--- config.mk ---
export PLATFORM = sky130hd
export DESIGN_NAME = player_slot_map_table_top
export DESIGN_NICKNAME = d
export VERILOG_FILES = /design/src/hw/rtl/psm_pkg.sv /design/src/hw/rtl/psm_ram.sv /design/src/hw/rtl/psm_match.sv /design/src/hw/rtl/player_slot_map_table_top.sv
export SDC_FILE = /design/constraint.sdc
export NUM_CORES = 1
export LEC_CHECK = 0
export BUFFER_PORTS_ARGS = -buffer_cell sky130_fd_sc_hd__buf_2
export CAP_MARGIN = 5
export CELL_PAD_IN_SITES_DETAIL_PLACEMENT = 0
export CELL_PAD_IN_SITES_GLOBAL_PLACEMENT = 2
export CORE_MARGIN = 4
export CORE_UTILIZATION = 46
export CTS_CLUSTER_DIAMETER = 50
export CTS_CLUSTER_SIZE = 8
export DETAILED_ROUTE_END_ITERATION = 6
export PLACE_DENSITY = 0.86
export SYNTH_ARGS = -nofsm -noshare
export SYNTH_HDL_FRONTEND = slang
export SYNTH_SLANG_ARGS = --single-unit
export TNS_END_PERCENT = 30
--- constraint.sdc ---
create_clock -name i_clk -period 5.5 [get_ports i_clk]
set_input_delay 1.1 -clock i_clk [delete_from_list [all_inputs] [get_ports i_clk]]
set_output_delay 1.1 -clock i_clk [all_outputs]
set_load 0.05 [all_outputs]
--- src/hw/rtl/psm_pkg.sv ---
// ----------------------------------------------------------------------------
// psm_pkg
// Shared types, sizes, command codes and id conversion helpers for the
// player/slot map table.
// ----------------------------------------------------------------------------
package psm_pkg;

    // Table geometry
    localparam int ROWS      = 8;
    localparam int PID_BITS  = 32;
    localparam int SLOTS     = 8;
    localparam int ROW_W     = (ROWS > 1) ? $clog2(ROWS) : 1;
    localparam int SLOT_BITS = 4;

    // Empty slot marker (-1 in four bits)
    localparam logic [SLOT_BITS-1:0] SLOT_NONE = 4'hF;

    // Command codes
    localparam logic [2:0] CMD_CLEAR     = 3'd0;
    localparam logic [2:0] CMD_BIND      = 3'd1;
    localparam logic [2:0] CMD_SLOT_OF   = 3'd2;
    localparam logic [2:0] CMD_PLAYER_OF = 3'd3;
    localparam logic [2:0] CMD_SET_FLAG  = 3'd4;
    localparam logic [2:0] CMD_GET_FLAG  = 3'd5;

    typedef logic [PID_BITS-1:0] t_pid;

    // One table row as stored in memory
    typedef struct packed {
        t_pid                 pid;
        logic [SLOT_BITS-1:0] slot;
    } t_row;

    localparam int ROW_BITS = $bits(t_row);

    // Compare results for one row
    typedef struct packed {
        logic slot_hit;
        logic pid_hit;
        logic free;
    } t_hit;

    // Sign-extend a 32-bit port id to 64 bits, keep the stored width
    function automatic t_pid pid_from_port(input logic [31:0] v);
        logic signed [63:0] ext;
        ext = 64'(signed'(v));
        return ext[PID_BITS-1:0];
    endfunction

    // Sign-extend a stored id to 64 bits, keep the port width
    function automatic logic [31:0] pid_to_port(input t_pid v);
        logic signed [63:0] ext;
        ext = 64'(signed'(v));
        return ext[31:0];
    endfunction

endpackage

--- src/hw/rtl/psm_ram.sv ---
// ----------------------------------------------------------------------------
// psm_ram
// Generic single-write, single-read RAM with registered read data.
// ----------------------------------------------------------------------------
module psm_ram #(
    parameter int WIDTH = 8,
    parameter int DEPTH = 8
) (
    input  logic                                     i_clk,
    input  logic                                     i_we,
    input  logic [((DEPTH > 1) ? $clog2(DEPTH) : 1)-1:0] i_waddr,
    input  logic [WIDTH-1:0]                         i_wdata,
    input  logic [((DEPTH > 1) ? $clog2(DEPTH) : 1)-1:0] i_raddr,
    output logic [WIDTH-1:0]                         o_rdata
);

    logic [WIDTH-1:0] mem [DEPTH];
    logic [WIDTH-1:0] r_rdata;

    // Write port and registered read port
    always_ff @(posedge i_clk) begin
        if (i_we) begin
            mem[i_waddr] <= i_wdata;
        end
        r_rdata <= mem[i_raddr];
    end

    assign o_rdata = r_rdata;

endmodule

--- src/hw/rtl/psm_match.sv ---
// ----------------------------------------------------------------------------
// psm_match
// Shared row compare unit: resolves an empty row to -1/-1 and compares it
// against the search key by slot and by player id.
// ----------------------------------------------------------------------------
module psm_match (
    input  logic                           i_valid,
    input  psm_pkg::t_row                  i_row,
    input  psm_pkg::t_pid                  i_pid,
    input  logic [2:0]                     i_slot,
    output psm_pkg::t_row                  o_row,
    output psm_pkg::t_hit                  o_hit
);

    psm_pkg::t_row row_eff;

    // Substitute the empty marker for rows never written since clear
    always_comb begin
        if (i_valid) begin
            row_eff = i_row;
        end else begin
            row_eff.pid  = '1;
            row_eff.slot = psm_pkg::SLOT_NONE;
        end
    end

    // Compare against key
    assign o_hit.slot_hit = (row_eff.slot == {1'b0, i_slot});
    assign o_hit.pid_hit  = (row_eff.pid == i_pid);
    assign o_hit.free     = (row_eff.pid == '1);
    assign o_row          = row_eff;

endmodule

--- src/hw/rtl/player_slot_map_table_top.sv ---
// ----------------------------------------------------------------------------
// player_slot_map_table_top
// Player id / slot association table with one flag bit per slot.
// ----------------------------------------------------------------------------
// A command is taken when start is high and busy is low; its single result
// appears on the o_ ports as o_done goes high for one cycle, and cannot be held
// off. Clear, set flag, get flag and unused codes need no scan; their result is
// registered directly. Bind and both lookups walk the rows one per cycle
// through the table RAM's registered read port and one shared compare unit,
// stopping at the first hit or after the last row. Clear resets per-row valid
// bits at once, so there is no clearing pass after reset.
// ----------------------------------------------------------------------------
module player_slot_map_table_top (
    input  logic        i_clk,
    input  logic        i_rst_n,
    input  logic        start,
    output logic        busy,
    input  logic [2:0]  i_cmd,
    input  logic [31:0] i_player_id,
    input  logic [2:0]  i_slot_index,
    input  logic        i_flag_value,
    output logic        o_done,
    output logic [3:0]  o_slot_out,
    output logic [31:0] o_player_out,
    output logic        o_flag_out,
    output logic        o_table_full
);

    localparam logic ST_IDLE = 1'b0;
    localparam logic ST_SCAN = 1'b1;

    // Control state
    logic                       r_state, n_state;
    logic                       r_iss, n_iss;
    logic                       r_chk_on, n_chk_on;
    logic [psm_pkg::ROW_W-1:0]  r_idx, n_idx;
    logic [psm_pkg::ROW_W-1:0]  r_chk_idx, n_chk_idx;
    logic                       r_free_found, n_free_found;
    logic [psm_pkg::ROW_W-1:0]  r_free_row, n_free_row;
    logic [psm_pkg::ROWS-1:0]   r_valid, n_valid;
    logic [psm_pkg::SLOTS-1:0]  r_flags, n_flags;
    logic                       r_done, n_done;

    // Command key and results
    logic [2:0]                 r_cmd, n_cmd;
    psm_pkg::t_pid              r_pid, n_pid;
    logic [2:0]                 r_slot, n_slot;
    logic [3:0]                 r_slot_out, n_slot_out;
    logic [31:0]                r_player_out, n_player_out;
    logic                       r_flag_out, n_flag_out;
    logic                       r_full, n_full;

    // RAM and compare unit
    logic                       ram_we;
    logic [psm_pkg::ROW_W-1:0]  ram_waddr;
    psm_pkg::t_row              ram_wdata;
    psm_pkg::t_row              ram_rdata;
    psm_pkg::t_row              row_eff;
    psm_pkg::t_hit              hit;
    logic                       last_row;
    logic                       any_free;
    logic [psm_pkg::ROW_W-1:0]  free_row;

    psm_ram #(
        .WIDTH (psm_pkg::ROW_BITS),
        .DEPTH (psm_pkg::ROWS)
    ) u_ram (
        .i_clk   (i_clk),
        .i_we    (ram_we),
        .i_waddr (ram_waddr),
        .i_wdata (ram_wdata),
        .i_raddr (r_idx),
        .o_rdata (ram_rdata)
    );

    psm_match u_match (
        .i_valid (r_valid[r_chk_idx]),
        .i_row   (ram_rdata),
        .i_pid   (r_pid),
        .i_slot  (r_slot),
        .o_row   (row_eff),
        .o_hit   (hit)
    );

    assign last_row = (r_chk_idx == psm_pkg::ROW_W'(psm_pkg::ROWS - 1));
    assign any_free = r_free_found | hit.free;
    assign free_row = hit.free ? r_chk_idx : r_free_row;

    // Sequencer
    always_comb begin
        n_state      = r_state;
        n_iss        = r_iss;
        n_chk_on     = r_chk_on;
        n_idx        = r_idx;
        n_chk_idx    = r_chk_idx;
        n_free_found = r_free_found;
        n_free_row   = r_free_row;
        n_valid      = r_valid;
        n_flags      = r_flags;
        n_done       = 1'b0;
        n_cmd        = r_cmd;
        n_pid        = r_pid;
        n_slot       = r_slot;
        n_slot_out   = r_slot_out;
        n_player_out = r_player_out;
        n_flag_out   = r_flag_out;
        n_full       = r_full;
        ram_we       = 1'b0;
        ram_waddr    = r_chk_idx;
        ram_wdata    = row_eff;

        unique case (r_state)
            ST_IDLE: begin
                if (start) begin
                    n_cmd        = i_cmd;
                    n_pid        = psm_pkg::pid_from_port(i_player_id);
                    n_slot       = i_slot_index;
                    n_slot_out   = '0;
                    n_player_out = '0;
                    n_flag_out   = 1'b0;
                    n_full       = 1'b0;
                    unique case (i_cmd)
                        psm_pkg::CMD_CLEAR: begin
                            n_valid = '0;
                            n_flags = '0;
                            n_done  = 1'b1;
                        end
                        psm_pkg::CMD_BIND,
                        psm_pkg::CMD_SLOT_OF,
                        psm_pkg::CMD_PLAYER_OF: begin
                            n_state      = ST_SCAN;
                            n_iss        = 1'b1;
                            n_chk_on     = 1'b0;
                            n_idx        = '0;
                            n_free_found = 1'b0;
                        end
                        psm_pkg::CMD_SET_FLAG: begin
                            n_flags[i_slot_index] = i_flag_value;
                            n_done                = 1'b1;
                        end
                        psm_pkg::CMD_GET_FLAG: begin
                            n_flag_out = r_flags[i_slot_index];
                            n_done     = 1'b1;
                        end
                        default: begin
                            n_done = 1'b1;
                        end
                    endcase
                end
            end
            ST_SCAN: begin
                // Advance the read address; the RAM returns its data in the next cycle
                n_chk_on  = r_iss;
                n_chk_idx = r_idx;
                if (r_iss) begin
                    if (r_idx == psm_pkg::ROW_W'(psm_pkg::ROWS - 1)) begin
                        n_iss = 1'b0;
                    end else begin
                        n_idx = r_idx + 1'b1;
                    end
                end

                // Check the row that arrived
                if (r_chk_on) begin
                    unique case (r_cmd)
                        psm_pkg::CMD_BIND: begin
                            priority if (hit.slot_hit) begin
                                ram_we        = 1'b1;
                                ram_waddr     = r_chk_idx;
                                ram_wdata.pid = r_pid;
                                n_state       = ST_IDLE;
                                n_done        = 1'b1;
                            end else if (last_row) begin
                                if (any_free) begin
                                    ram_we             = 1'b1;
                                    ram_waddr          = free_row;
                                    ram_wdata.pid      = r_pid;
                                    ram_wdata.slot     = {1'b0, r_slot};
                                    n_valid[free_row]  = 1'b1;
                                end else begin
                                    n_full = 1'b1;
                                end
                                n_state = ST_IDLE;
                                n_done  = 1'b1;
                            end else begin
                                n_free_found = any_free;
                                n_free_row   = free_row;
                            end
                        end
                        psm_pkg::CMD_SLOT_OF: begin
                            priority if (hit.pid_hit) begin
                                n_slot_out = row_eff.slot;
                                n_state    = ST_IDLE;
                                n_done     = 1'b1;
                            end else if (last_row) begin
                                n_slot_out = psm_pkg::SLOT_NONE;
                                n_state    = ST_IDLE;
                                n_done     = 1'b1;
                            end else begin
                                // keep scanning
                                n_state = ST_SCAN;
                            end
                        end
                        default: begin
                            priority if (hit.slot_hit) begin
                                n_player_out = psm_pkg::pid_to_port(row_eff.pid);
                                n_state      = ST_IDLE;
                                n_done       = 1'b1;
                            end else if (last_row) begin
                                n_player_out = '1;
                                n_state      = ST_IDLE;
                                n_done       = 1'b1;
                            end else begin
                                // keep scanning
                                n_state = ST_SCAN;
                            end
                        end
                    endcase
                end
            end
            default: begin
                n_state = ST_IDLE;
            end
        endcase
    end

    // Control registers
    always_ff @(posedge i_clk) begin
        if (!i_rst_n) begin
            r_state      <= ST_IDLE;
            r_iss        <= 1'b0;
            r_chk_on     <= 1'b0;
            r_idx        <= '0;
            r_chk_idx    <= '0;
            r_free_found <= 1'b0;
            r_free_row   <= '0;
            r_valid      <= '0;
            r_flags      <= '0;
            r_done       <= 1'b0;
        end else begin
            r_state      <= n_state;
            r_iss        <= n_iss;
            r_chk_on     <= n_chk_on;
            r_idx        <= n_idx;
            r_chk_idx    <= n_chk_idx;
            r_free_found <= n_free_found;
            r_free_row   <= n_free_row;
            r_valid      <= n_valid;
            r_flags      <= n_flags;
            r_done       <= n_done;
        end
    end

    // Payload registers
    always_ff @(posedge i_clk) begin
        r_cmd        <= n_cmd;
        r_pid        <= n_pid;
        r_slot       <= n_slot;
        r_slot_out   <= n_slot_out;
        r_player_out <= n_player_out;
        r_flag_out   <= n_flag_out;
        r_full       <= n_full;
    end

    assign busy         = (r_state != ST_IDLE);
    assign o_done       = r_done;
    assign o_slot_out   = r_slot_out;
    assign o_player_out = r_player_out;
    assign o_flag_out   = r_flag_out;
    assign o_table_full = r_full;

endmodule
==> Yosys cells after proc, flatten, opt, wreduce, memory -nomap -nowiden <==
Memories as Yosys holds them, arrays and structs flattened. A register that Yosys moved wholly into a read port is not among the register bits.
Index checks and enable logic that the tools add are counted.
{ "word_totals": {"elab_cells": 167, "ff_bits": 106, "n_memories": 1, "input_bits": 42, "output_inout_bits": 40, "ram_bits": 288} }
{ "mem_list": {"columns": ["name", "words", "width", "rd", "rd_ports_with_merged_regs", "wr", "line_no", "source"], "rows": [
  ["u_ram.mem", 8, 36, 1, 1, 1, "psm_ram.sv:17", "logic [WIDTH-1:0] mem [DEPTH];"]
]} }
{ "classes": {"order_cmp": 5, "reduce_logical": 16, "n_eq_ne": 28, "bitwise": 5, "n_addsub": 1, "mux": 94} }
{ "op_table": {"columns": ["cell", "count"], "rows": [
  ["two-way mux 36 bit", 6],
  ["two-way mux 32 bit", 6],
  ["case mux 32 bit (2 select lines)", 1],
  ["two-way mux 8 bit", 7],
  ["two-way mux 1 bit", 42],
  ["two-way mux 3 bit", 11],
  ["equality test 32 bit", 1],
  ["equality test 32 bit (second input constant)", 1],
  ["case mux 8 bit (2 select lines)", 2],
  ["two-way mux 4 bit", 6],
  ["!= test 2 x 1 -> 1 bit (second input constant)", 8],
  ["equality test 3 bit (second input constant)", 4],
  ["less-than comparator 3 x 4 -> 1 bit (second input constant)", 3],
  ["!= test 2 bit (second input constant)", 6],
  ["case mux 1 bit (2 select lines)", 6],
  ["AND reduction 4 bit", 3],
  ["AND reduction 6 bit", 2],
  ["equality test 3 x 2 -> 1 bit (second input constant)", 3],
  ["bitwise mux 8 bit", 1],
  ["OR 8 bit", 1],
  ["case mux 4 bit (2 select lines)", 1],
  ["AND reduction 7 bit", 1],
  ["binary-select mux 1 bit (select 3 bit)", 2],
  ["demux 1 bit (select 3 bit)", 2],
  ["16 further kinds", 23]
]} }

==> Depth between registers and ports, before layout <==
Gate-level depths: netlist of the first run.
{ "depth": {"depth_word": 16, "depth_mapped": 12, "mapped_depth_nobuf": 9} }

==> By module <==
Synthesis of the first run repeated with hierarchy kept, for this count alone.
{ "unflattened": {"hier_cells": 991, "area_unflattened_um2": 17655.7} }
{ "by_module_without_submodules": {"columns": ["module", "seq_area_each_um2", "instances", "area_each_um2", "cells_each"], "rows": [
  ["psm_ram", 9369.0, 1, 11862.6, 465],
  ["player_slot_map_table_top", 2882.8, 1, 4750.8, 368],
  ["psm_match", 0.0, 1, 1042.2, 158]
]} }

==> Least setup slack after synthesis of the first run <==
No wires, ideal clock.
{ "synth_path": {"path_type": "register to register", "startpoint": "reg r_state (netlist: busy)", "endpoint": "mem u_ram.mem[0][0] in the netlist's numbering (enable)", "required_ns": 5.071, "path_stages_with_launch": 9, "slack_ns": 1.285, "arrival_time_ns": 3.786, "setup_ns": 0.429, "path_buffers": 1, "period_less_slack_ns": 4.215, "path_cell_list": "dfxtp_1 buf_2 nand2_1 nor4b_1 and2_1 nand2_1 o41ai_1 nand2b_1 nor2_1"} }
{ "synth_via": {"elab_chain_len": 3, "elab_cells_between_ends": 4, "cone_classes": "mux: 4"} }
{ "synth_lines": {"columns": ["item", "line_no", "source"], "rows": [
  ["start: declaration", "player_slot_map_table_top.sv:33", "logic r_state, n_state;"],
  ["start signal: assignment", "player_slot_map_table_top.sv:241", "r_state <= n_state;"],
  ["two-way mux 1 bit", "player_slot_map_table_top.sv:112", "unique case (r_state)"],
  ["two-way mux 1 bit", "psm_ram.sv:22", "if (i_we) begin"],
  ["two-way mux 1 bit (implied by the code)", "psm_ram.sv:23", "mem[i_waddr] <= i_wdata;"],
  ["end: declaration", "psm_ram.sv:17", null]
]} }
Several ways; a longest one is shown, not always the timed one.

==> Final worst setup path of the first run <==
{ "layout_path": {"startpoint": "reg r_chk_idx[0] in the netlist's numbering", "endpoint": "mem u_ram.mem[6][5] in the netlist's numbering (enable)"} }
{ "layout_via": {"elab_chain_len": 13, "elab_cells_between_ends": 22, "cone_classes": "eq/ne: 3; mux: 18; bitwise: 1"} }
{ "layout_lines": {"columns": ["item", "line_no", "source"], "rows": [
  ["start: declaration", "player_slot_map_table_top.sv:37", "logic [psm_pkg::ROW_W-1:0] r_chk_idx, n_chk_idx;"],
  ["start signal: assignment", "player_slot_map_table_top.sv:245", "r_chk_idx <= n_chk_idx;"],
  ["binary-select mux 1 bit (select 3 bit)", "player_slot_map_table_top.sv:77", ".i_valid (r_valid[r_chk_idx]),"],
  ["two-way mux 1 bit (implied by the code)", "player_slot_map_table_top.sv:77", null],
  ["two-way mux 36 bit", "psm_match.sv:19", "if (i_valid) begin"],
  ["equality test 32 bit", "psm_match.sv:30", "assign o_hit.free = (row_eff.pid == '1);"],
  ["OR 1 bit", "player_slot_map_table_top.sv:86", "assign any_free = r_free_found | hit.free;"],
  ["two-way mux 1 bit", "player_slot_map_table_top.sv:174", "if (any_free) begin"],
  ["two-way mux 1 bit", "player_slot_map_table_top.sv:173", "end else if (last_row) begin"],
  ["two-way mux 1 bit", "player_slot_map_table_top.sv:167", "priority if (hit.slot_hit) begin"],
  ["two-way mux 1 bit", "player_slot_map_table_top.sv:165", "unique case (r_cmd)"],
  ["two-way mux 1 bit", "player_slot_map_table_top.sv:164", "if (r_chk_on) begin"],
  ["two-way mux 1 bit", "player_slot_map_table_top.sv:112", null],
  ["two-way mux 1 bit", "psm_ram.sv:22", null],
  ["two-way mux 1 bit (implied by the code)", "psm_ram.sv:23", null]
]} }
Several ways; a longest one is shown, not always the timed one. The select of a mux whose other input is x is not followed.

==> flow_metrics.env, run 1 <==
export IMPL_status="complete, no violations"
export IMPL_start_kind="flip-flop"
export IMPL_n_antenna_cell=0
export IMPL_power_mw=7.886
export IMPL_wl_per_cell_um=23.95
export IMPL_clock_path_buffers=3
export IMPL_port_buffers=81
export IMPL_placedCellCount=1555
export IMPL_clk_latency_ps=580
export IMPL_leakage_nw=6.584
export IMPL_grt_util_all_layers=0.1971
export IMPL_syn_avg_cell_area_um2=16.55
export IMPL_die_area_um2=40610
export IMPL_skew_ps=22.47
export IMPL_die_width_um=201.5
export IMPL_tightest_slew_ps=1197
export IMPL_hpwlAfterDp_um=23430
export IMPL_synth_ff_type="edfxtp_1"
export IMPL_cts_resized=0
export IMPL_grt_setup_unrepaired="no"
export IMPL_crit_path_end_kind="flip-flop"
export IMPL_cts_tree="done"
export IMPL_met1Wirelength_um=17840
export IMPL_r2r_end="u_ram.mem[6][5]"
export IMPL_coreArea_um2=36790
export IMPL_vias=9669
export IMPL_worstReg2RegStart="r_chk_idx[0]"
export IMPL_layout_commonest_cell="edfxtp_1"
export IMPL_synthArstFlopShare=0
export IMPL_ios=82
export IMPL_p_per_area_nw_per_um2=391.2
export IMPL_place_congestion=0.7872
export IMPL_critPathRequiredTime_ps=5700
export IMPL_fin_crit_sh=0.7356
export IMPL_cts_setup_buffers=0
export IMPL_min_to="r_valid[7]"
export IMPL_worstSetupPathType="flip-flop to flip-flop"
export IMPL_ys_warn_count=0
export IMPL_slew_viol_final=0
export IMPL_ctsHoldBuffers=0
export IMPL_whs_path_depth=2
export IMPL_synth_edf_count=364
export IMPL_met2_length_um=19000
export IMPL_ant_nets=0
export IMPL_dpl_instance_area_um2=18160
export IMPL_finalSetupViolCount=0
export IMPL_grt_pass1_wl_um=60490
export IMPL_fill_cells=2908
export IMPL_clockRootBuffer="clkbuf_16"
export IMPL_grt_overflow=0
export IMPL_crit_arrival_ps=4250
export IMPL_cap_violations=0
export IMPL_worst_r2r_path_depth=9
export IMPL_hp_start="r_valid[7]"
export IMPL_relSlewSlack=0.2020
export IMPL_ys_seq_area_frac=0.7112
export IMPL_r2r_slack_ps=1450
export IMPL_hold_viol=0
export IMPL_syn_inst=1041
export IMPL_synth_nets=1085
export IMPL_min_period_ps=4046
export IMPL_most_common_layout_cells="edfxtp_1, nor2_1, buf_2"
export IMPL_hold_path_class="flip-flop to flip-flop"
export IMPL_final_cell_area_um2=20160
export IMPL_antenna_found_initial=0
export IMPL_final_cells=1674
export IMPL_final_nets=1199
export IMPL_slowest_delay_ps=710
export IMPL_first_pass_iters=5
export IMPL_synth_distinct_cells=66
export IMPL_ys_ff_latch=430
export IMPL_htree_num_levels=3
export IMPL_slowest_stage="o31ai_1"
export IMPL_clkTransAtPathRegs_ps=50
export IMPL_area_growth_pct=17.02
export IMPL_rows=70
export IMPL_start_util=0.4683
export IMPL_die_h_um=201.5
export IMPL_cts_buffers_inserted=66
export IMPL_fmax_ghz=0.2472
export IMPL_wl_um=40080
export IMPL_fin_setup_tns_ps=0
export IMPL_grt_max_degree=76
export IMPL_crit_chain="mux2i_1, a32oi_4, nand2_4, or2_1, inv_2, nand2_1, o31ai_1, and3_2, buf_4"
export IMPL_wl_met3_um=2512
export IMPL_peakVddDrop_mv=0.2559
export IMPL_crit_fanout=25
export IMPL_cts_sinks=430
export IMPL_viasPerCell=5.776
export IMPL_drive_above_1_share=0.2612
export IMPL_drt_initial_drc_count=851
export IMPL_remaining_drc_errors=0
export IMPL_dr_max_layer_used="met4"
export IMPL_netlist_area_um2=17230
export IMPL_grt_pass1_vias=9705
-- final cells by class --
type	count	area, um2	share of cell area
Sequential cell	430	12260	0.6082
Inverter	12	45.04	0.002234
Tap cell	468	585.6	0.02905
Multi-Input combinational cell	549	4746	0.2354
Clock buffer	112	1918	0.09515
Clock inverter	7	85.08	0.004220
Timing Repair Buffer	96	518.0	0.02570
-- metal layers --
layer  up-vias  global-route usage
met5         -                   0
met4         0             0.05420
met3        67             0.04416
met2       323              0.3069
met1      4917              0.2838
li1       4362                   -
-- state kept, by name, summed over array words and instances (netlist names) --
signal and flops:
r_slot 3, busy 1, r_iss 1, r_chk_idx 3, r_valid 8, r_flags 8, r_chk_on 1, r_free_row 3
r_free_found 1, o_slot_out 4, u_ram.o_rdata 36, o_flag_out 1, r_idx 3, u_ram.mem 288, o_done 1, r_cmd 3
r_pid 32, o_table_full 1, o_player_out 32
-- logic make-up after synthesis --
group | synth area share
XOR/XNOR | 0.01169
flip-flops | 0.7112
multiplexers | 0.1272
AO/OA/AOI/OAI | 0.05970
buffers and inverters | 0.01547
adder cells (fa/ha/maj) | 0.001452
AND/OR/NAND/NOR | 0.07329
-- how the worst max path moves through the flow --
stage,from,end,slack (ps)
floorplan,busy,u_ram.mem[0][0],1290
global placement,r_chk_idx[0],u_ram.mem[6][22],1570
detailed placement,r_chk_idx[0],u_ram.mem[0][19],1440
CTS,r_chk_idx[0],u_ram.mem[0][19],1440
global route,r_chk_idx[0],u_ram.mem[0][19],1170
finish,r_chk_idx[0],u_ram.mem[6][5],1450
-- cells in the mapped netlist, types with 3 or more instances --
cell type | instances | area (um2)
nand2b_1 | 4 | 25.02
nor4_2 | 4 | 50.05
buf_1 | 12 | 45.04
nand3b_1 | 4 | 30.03
nand4_1 | 19 | 118.9
o31a_1 | 5 | 43.79
nand2_1 | 33 | 123.9
o22ai_1 | 4 | 25.02
inv_1 | 10 | 37.54
dfxtp_1 | 66 | 1321
o31ai_1 | 3 | 22.52
buf_2 | 12 | 60.06
o21a_1 | 33 | 247.7
a21oi_1 | 57 | 285.3
mux2_2 | 38 | 427.9
mux2i_1 | 13 | 130.1
mux4_2 | 72 | 1622
o32ai_1 | 4 | 35.03
and2_1 | 5 | 31.28
or3_1 | 6 | 37.54
nor3_1 | 3 | 15.01
a22oi_1 | 6 | 45.04
o21ai_0 | 17 | 85.08
a311oi_1 | 5 | 43.79
nor4_1 | 8 | 50.05
and3_1 | 10 | 62.56
or4bb_1 | 7 | 78.83
nor2_1 | 114 | 427.9
nand3_1 | 11 | 55.05
xnor2_1 | 5 | 43.79
edfxtp_1 | 364 | 10930
xor2_1 | 18 | 157.7
nor3b_1 | 5 | 37.54
clkbuf_1 | 23 | 86.33
-- critical path, delay by kind of cell, from the launching register on --
family | cells | cell delay [ps]
AO/OA/AOI/OAI | 2 | 1140
buffers and inverters | 2 | 580
flip-flops | 1 | 600
multiplexers | 1 | 210
AND/OR/NAND/NOR | 4 | 1120
-- where the power goes --
group          switching, mW  internal [mW]
sequential            0.0827           3.60
clock                   1.39           2.37
combinational          0.283          0.151
-- metrics by stage --
step | worst slack [ps] | utilization | hold WS (ps)
floorplan | 1285 | - | 429.7
global placement | 1574 | 0.4936 | 467.6
detailed placement | 1443 | 0.4936 | 468.3
CTS | 1443 | 0.5480 | 478.9
global route | 1171 | 0.5480 | 500.4
finish | 1454 | 0.5480 | 471.7
Power figures use the tool's default switching activity.
==> inputs of run 2 (changes only) <==
Settings changed: ABC_AREA set to 1, CORE_UTILIZATION 46 to 37, PLACE_DENSITY 0.86 to 0.82.
Clock period 5.5 ns to 3.7 ns, I/O delays scaled along.
==> run 2 against run 1 <==
Net effect: final cell count is 43% higher; utilization is 10 points lower; clock skew is 5.1 ps higher; synthesized cell count is 55% higher; worst hold slack worse by 160 ps; critical endpoint is now u_ram.mem[3][26]; clock-buffer cell count is 15 lower; highest routed layer unchanged; via count is 29% higher; routed wire length is 23% higher.
==> flow_metrics.env, run 2 <==
export IMPL_slew_viol_final=0
export IMPL_pwr_share_clk=0.448
export IMPL_grt_overflow=0
export IMPL_dpl_instance_area_um2=19140
export IMPL_synth_top_area_frac=0.6210
export IMPL_slowest_stage="nor2_4"
export IMPL_final_cell_area_um2=20960
export IMPL_fin_setup_tns_ps=0
export IMPL_die_h_um=226.1
export IMPL_tightest_slew_ps=1179
export IMPL_synth_ff_type="edfxtp_1"
export IMPL_cts_sinks=430
export IMPL_antenna_found_initial=0
export IMPL_regMostFlops="u_ram.mem"
export IMPL_utilization=0.4483
export IMPL_drt_initial_drc_count=921
export IMPL_slowest_delay_ps=390
export IMPL_grt_use_met2=0.3186
export IMPL_drive_above_1_share=0.1425
export IMPL_clock_path_buffers=3
export IMPL_worst_r2r_path_depth=18
export IMPL_ctsHoldBuffers=0
export IMPL_whs_path_depth=1
export IMPL_synthArstFlopShare=0
export IMPL_placedCellCount=2289
export IMPL_synth_top_cells_by_area="edfxtp_1, dfxtp_1, nor2_1"
export IMPL_combPwrFrac=0.073
export IMPL_viasPerCell=5.222
export IMPL_coreArea_um2=46750
export IMPL_clk_latency_ps=600
export IMPL_ys_warn_count=0
export IMPL_grt_max_degree=129
export IMPL_crit_path_end_kind="flip-flop"
export IMPL_wl_um=49270
export IMPL_rows=79
export IMPL_die_area_um2=51130
export IMPL_synth_distinct_cells=39
export IMPL_grt_use_met1=0.2531
export IMPL_cts_tree="done"
export IMPL_crit_family="simple AND/OR/NAND/NOR gates"
export IMPL_first_pass_iters=5
export IMPL_ios=82
export IMPL_skew_ps=27.59
export IMPL_grt_pass1_wl_um=73350
export IMPL_peakVddDrop_mv=0.3602
export IMPL_n_antenna_cell=0
export IMPL_grt_pass1_vias=12090
export IMPL_hold_viol=0
export IMPL_place_congestion=0.8779
export IMPL_hold_path_class="primary input to flip-flop"
export IMPL_final_nets=1795
export IMPL_most_common_layout_cells="edfxtp_1, nor2_1, nand2_1"
export IMPL_syn_inst=1613
export IMPL_crit_arrival_ps=3760
export IMPL_die_width_um=226.1
export IMPL_htree_num_levels=2
export IMPL_hpwlAfterDp_um=30460
export IMPL_seqPwrFrac=0.479
export IMPL_ant_nets=0
export IMPL_finalSetupViolCount=0
export IMPL_top_usage_layer="met2"
export IMPL_crit_chain="inv_2, nand2_1, nand3_1, nand2_1, nand2_2, nand2_8, o41ai_1, nand2_1, nor2_4, nand2_2, nand2_4, nand2_2, nand2_4, nand2_4, or2_4, buf_4, nor2_4, buf_12"
export IMPL_power_switching_mw=2.657
export IMPL_fmax_ghz=0.2858
export IMPL_path_buf_inv=3
export IMPL_path_depth=18
export IMPL_layout_commonest_cell="edfxtp_1"
export IMPL_synthTopCellsByCount="edfxtp_1, nor2_1, nand2_1"
export IMPL_syn_avg_cell_area_um2=10.91
export IMPL_fin_crit_sh=0.9457
export IMPL_start_util=0.3765
export IMPL_clockRootBuffer="clkbuf_16"
export IMPL_cap_violations=0
export IMPL_leakage_nw=7.917
export IMPL_wl_per_cell_um=20.55
export IMPL_netlist_area_um2=17600
export IMPL_ys_seq_area_frac=0.6960
export IMPL_port_buffers=81
export IMPL_synth_largest_area_cell="edfxtp_1"
export IMPL_start_kind="flip-flop"
export IMPL_grt_util_all_layers=0.1885
export IMPL_clkTransAtPathRegs_ps=50
export IMPL_ys_ff_latch=430
export IMPL_cts_buffers_inserted=61
export IMPL_status="complete, no violations"
export IMPL_relSlewSlack=0.2055
export IMPL_whs_ps=315.6
export IMPL_worstSetupPathType="flip-flop to flip-flop"
export IMPL_synth_nets=1657
export IMPL_p_per_area_nw_per_um2=539.8
export IMPL_min_period_ps=3499
export IMPL_p_int_mw=8.658
export IMPL_critPathRequiredTime_ps=3970
export IMPL_synth_edf_count=364
export IMPL_final_cells=2397
export IMPL_swShare=0.2348
export IMPL_synth_most_common_cell="edfxtp_1"
export IMPL_remaining_drc_errors=0
export IMPL_largest_reg_flops=288
export IMPL_grt_setup_unrepaired="yes"
export IMPL_area_growth_pct=19.09
export IMPL_vias=12520
export IMPL_crit_fanout=27
export IMPL_globalRouteMet3Util=0.03146
==> run 2: what timing repair did <==
action / 4_1_cts / 5_1_grt
cloned: 1 / 1
setup buffers: 0 / 4
resized for setup: 0 / 8
endpoints found under the hold margin: 0 / 0
setup endpoints to repair: 14 / 138
pin swaps: 1 / 1
==> run 2: worst paths after layout <==
check                          end             from  slack, ps
hold reg to reg           r_chk_on         r_chk_on        460
hold / removal           r_pid[24]  i_player_id[24]        320
setup reg to reg  u_ram.mem[3][26]     r_chk_idx[0]        200
setup / recovery  u_ram.mem[3][26]     r_chk_idx[0]        200
==> run 2: final cells by class <==
type                       instances  area (um2)
timing repair buffer             149        1041
multi-input combinational        965        4618
clock inverter                     5       50.05
clock buffer                      97        1692
tap                              607       759.5
inverter                         144       543.0
fill                            4354       25790
sequential                       430       12260
==> run 2: cell families (layout without fill, tap and decap cells) <==
| family | count (synthesis) | after routing | synth area share |
|---|---|---|---|
| AO/OA/AOI/OAI | 369 | 369 | 0.1191 |
| buffers and inverters | 220 | 395 | 0.04827 |
| adder cells (fa/ha/maj) | 2 | 2 | 0.001421 |
| XOR/XNOR | 2 | 2 | 0.0009953 |
| AND/OR/NAND/NOR | 590 | 592 | 0.1341 |
| flip-flops | 430 | 430 | 0.6960 |
==> run 2: power groups by stage <==
| stage | Clock, mW | Sequential [mW] | Combinational, mW |
|---|---|---|---|
| 2_1_floorplan | 0 | 5.61 | 0.402 |
| 3_3_place_gp | 0 | 5.51 | 0.815 |
| 3_5_place_dp | 0 | 5.51 | 0.817 |
| 4_1_cts | 5.17 | 5.42 | 0.822 |
| 5_1_grt | 5.39 | 5.42 | 0.901 |
| 6_report | 5.07 | 5.42 | 0.827 |
==> run 2: stage by stage <==
stage | worst slack [ps] | power, mW
after floorplan | -163.9 | 6.014
after global placement | -8.183 | 6.325
after detailed placement | -40.60 | 6.328
after CTS | 9.027 | 11.41
after global routing | -1.449 | 11.71
final | 201.0 | 11.31
==> run 2: layer usage <==
metal	part of all wire	vias up
met3	0.051	67
met4	0.025	0
li1	-	5908
met1	0.43	6177
met5	0	-
met2	0.49	364
==> run 2: worst register-to-register path, stage by stage, from the launching register on <==
cell and delay [ps]:
dfxtp_1 360, inv_2 140, nand2_1 70, nand3_1 100
nand2_1 80, nand2_2 110, nand2_8 130, o41ai_1 130
nand2_1 240, nor2_4 210, nand2_2 150, nand2_4 130
nand2_2 70, nand2_4 70, nand2_4 50, or2_4 280
buf_4 170, nor2_4 390, buf_12 290
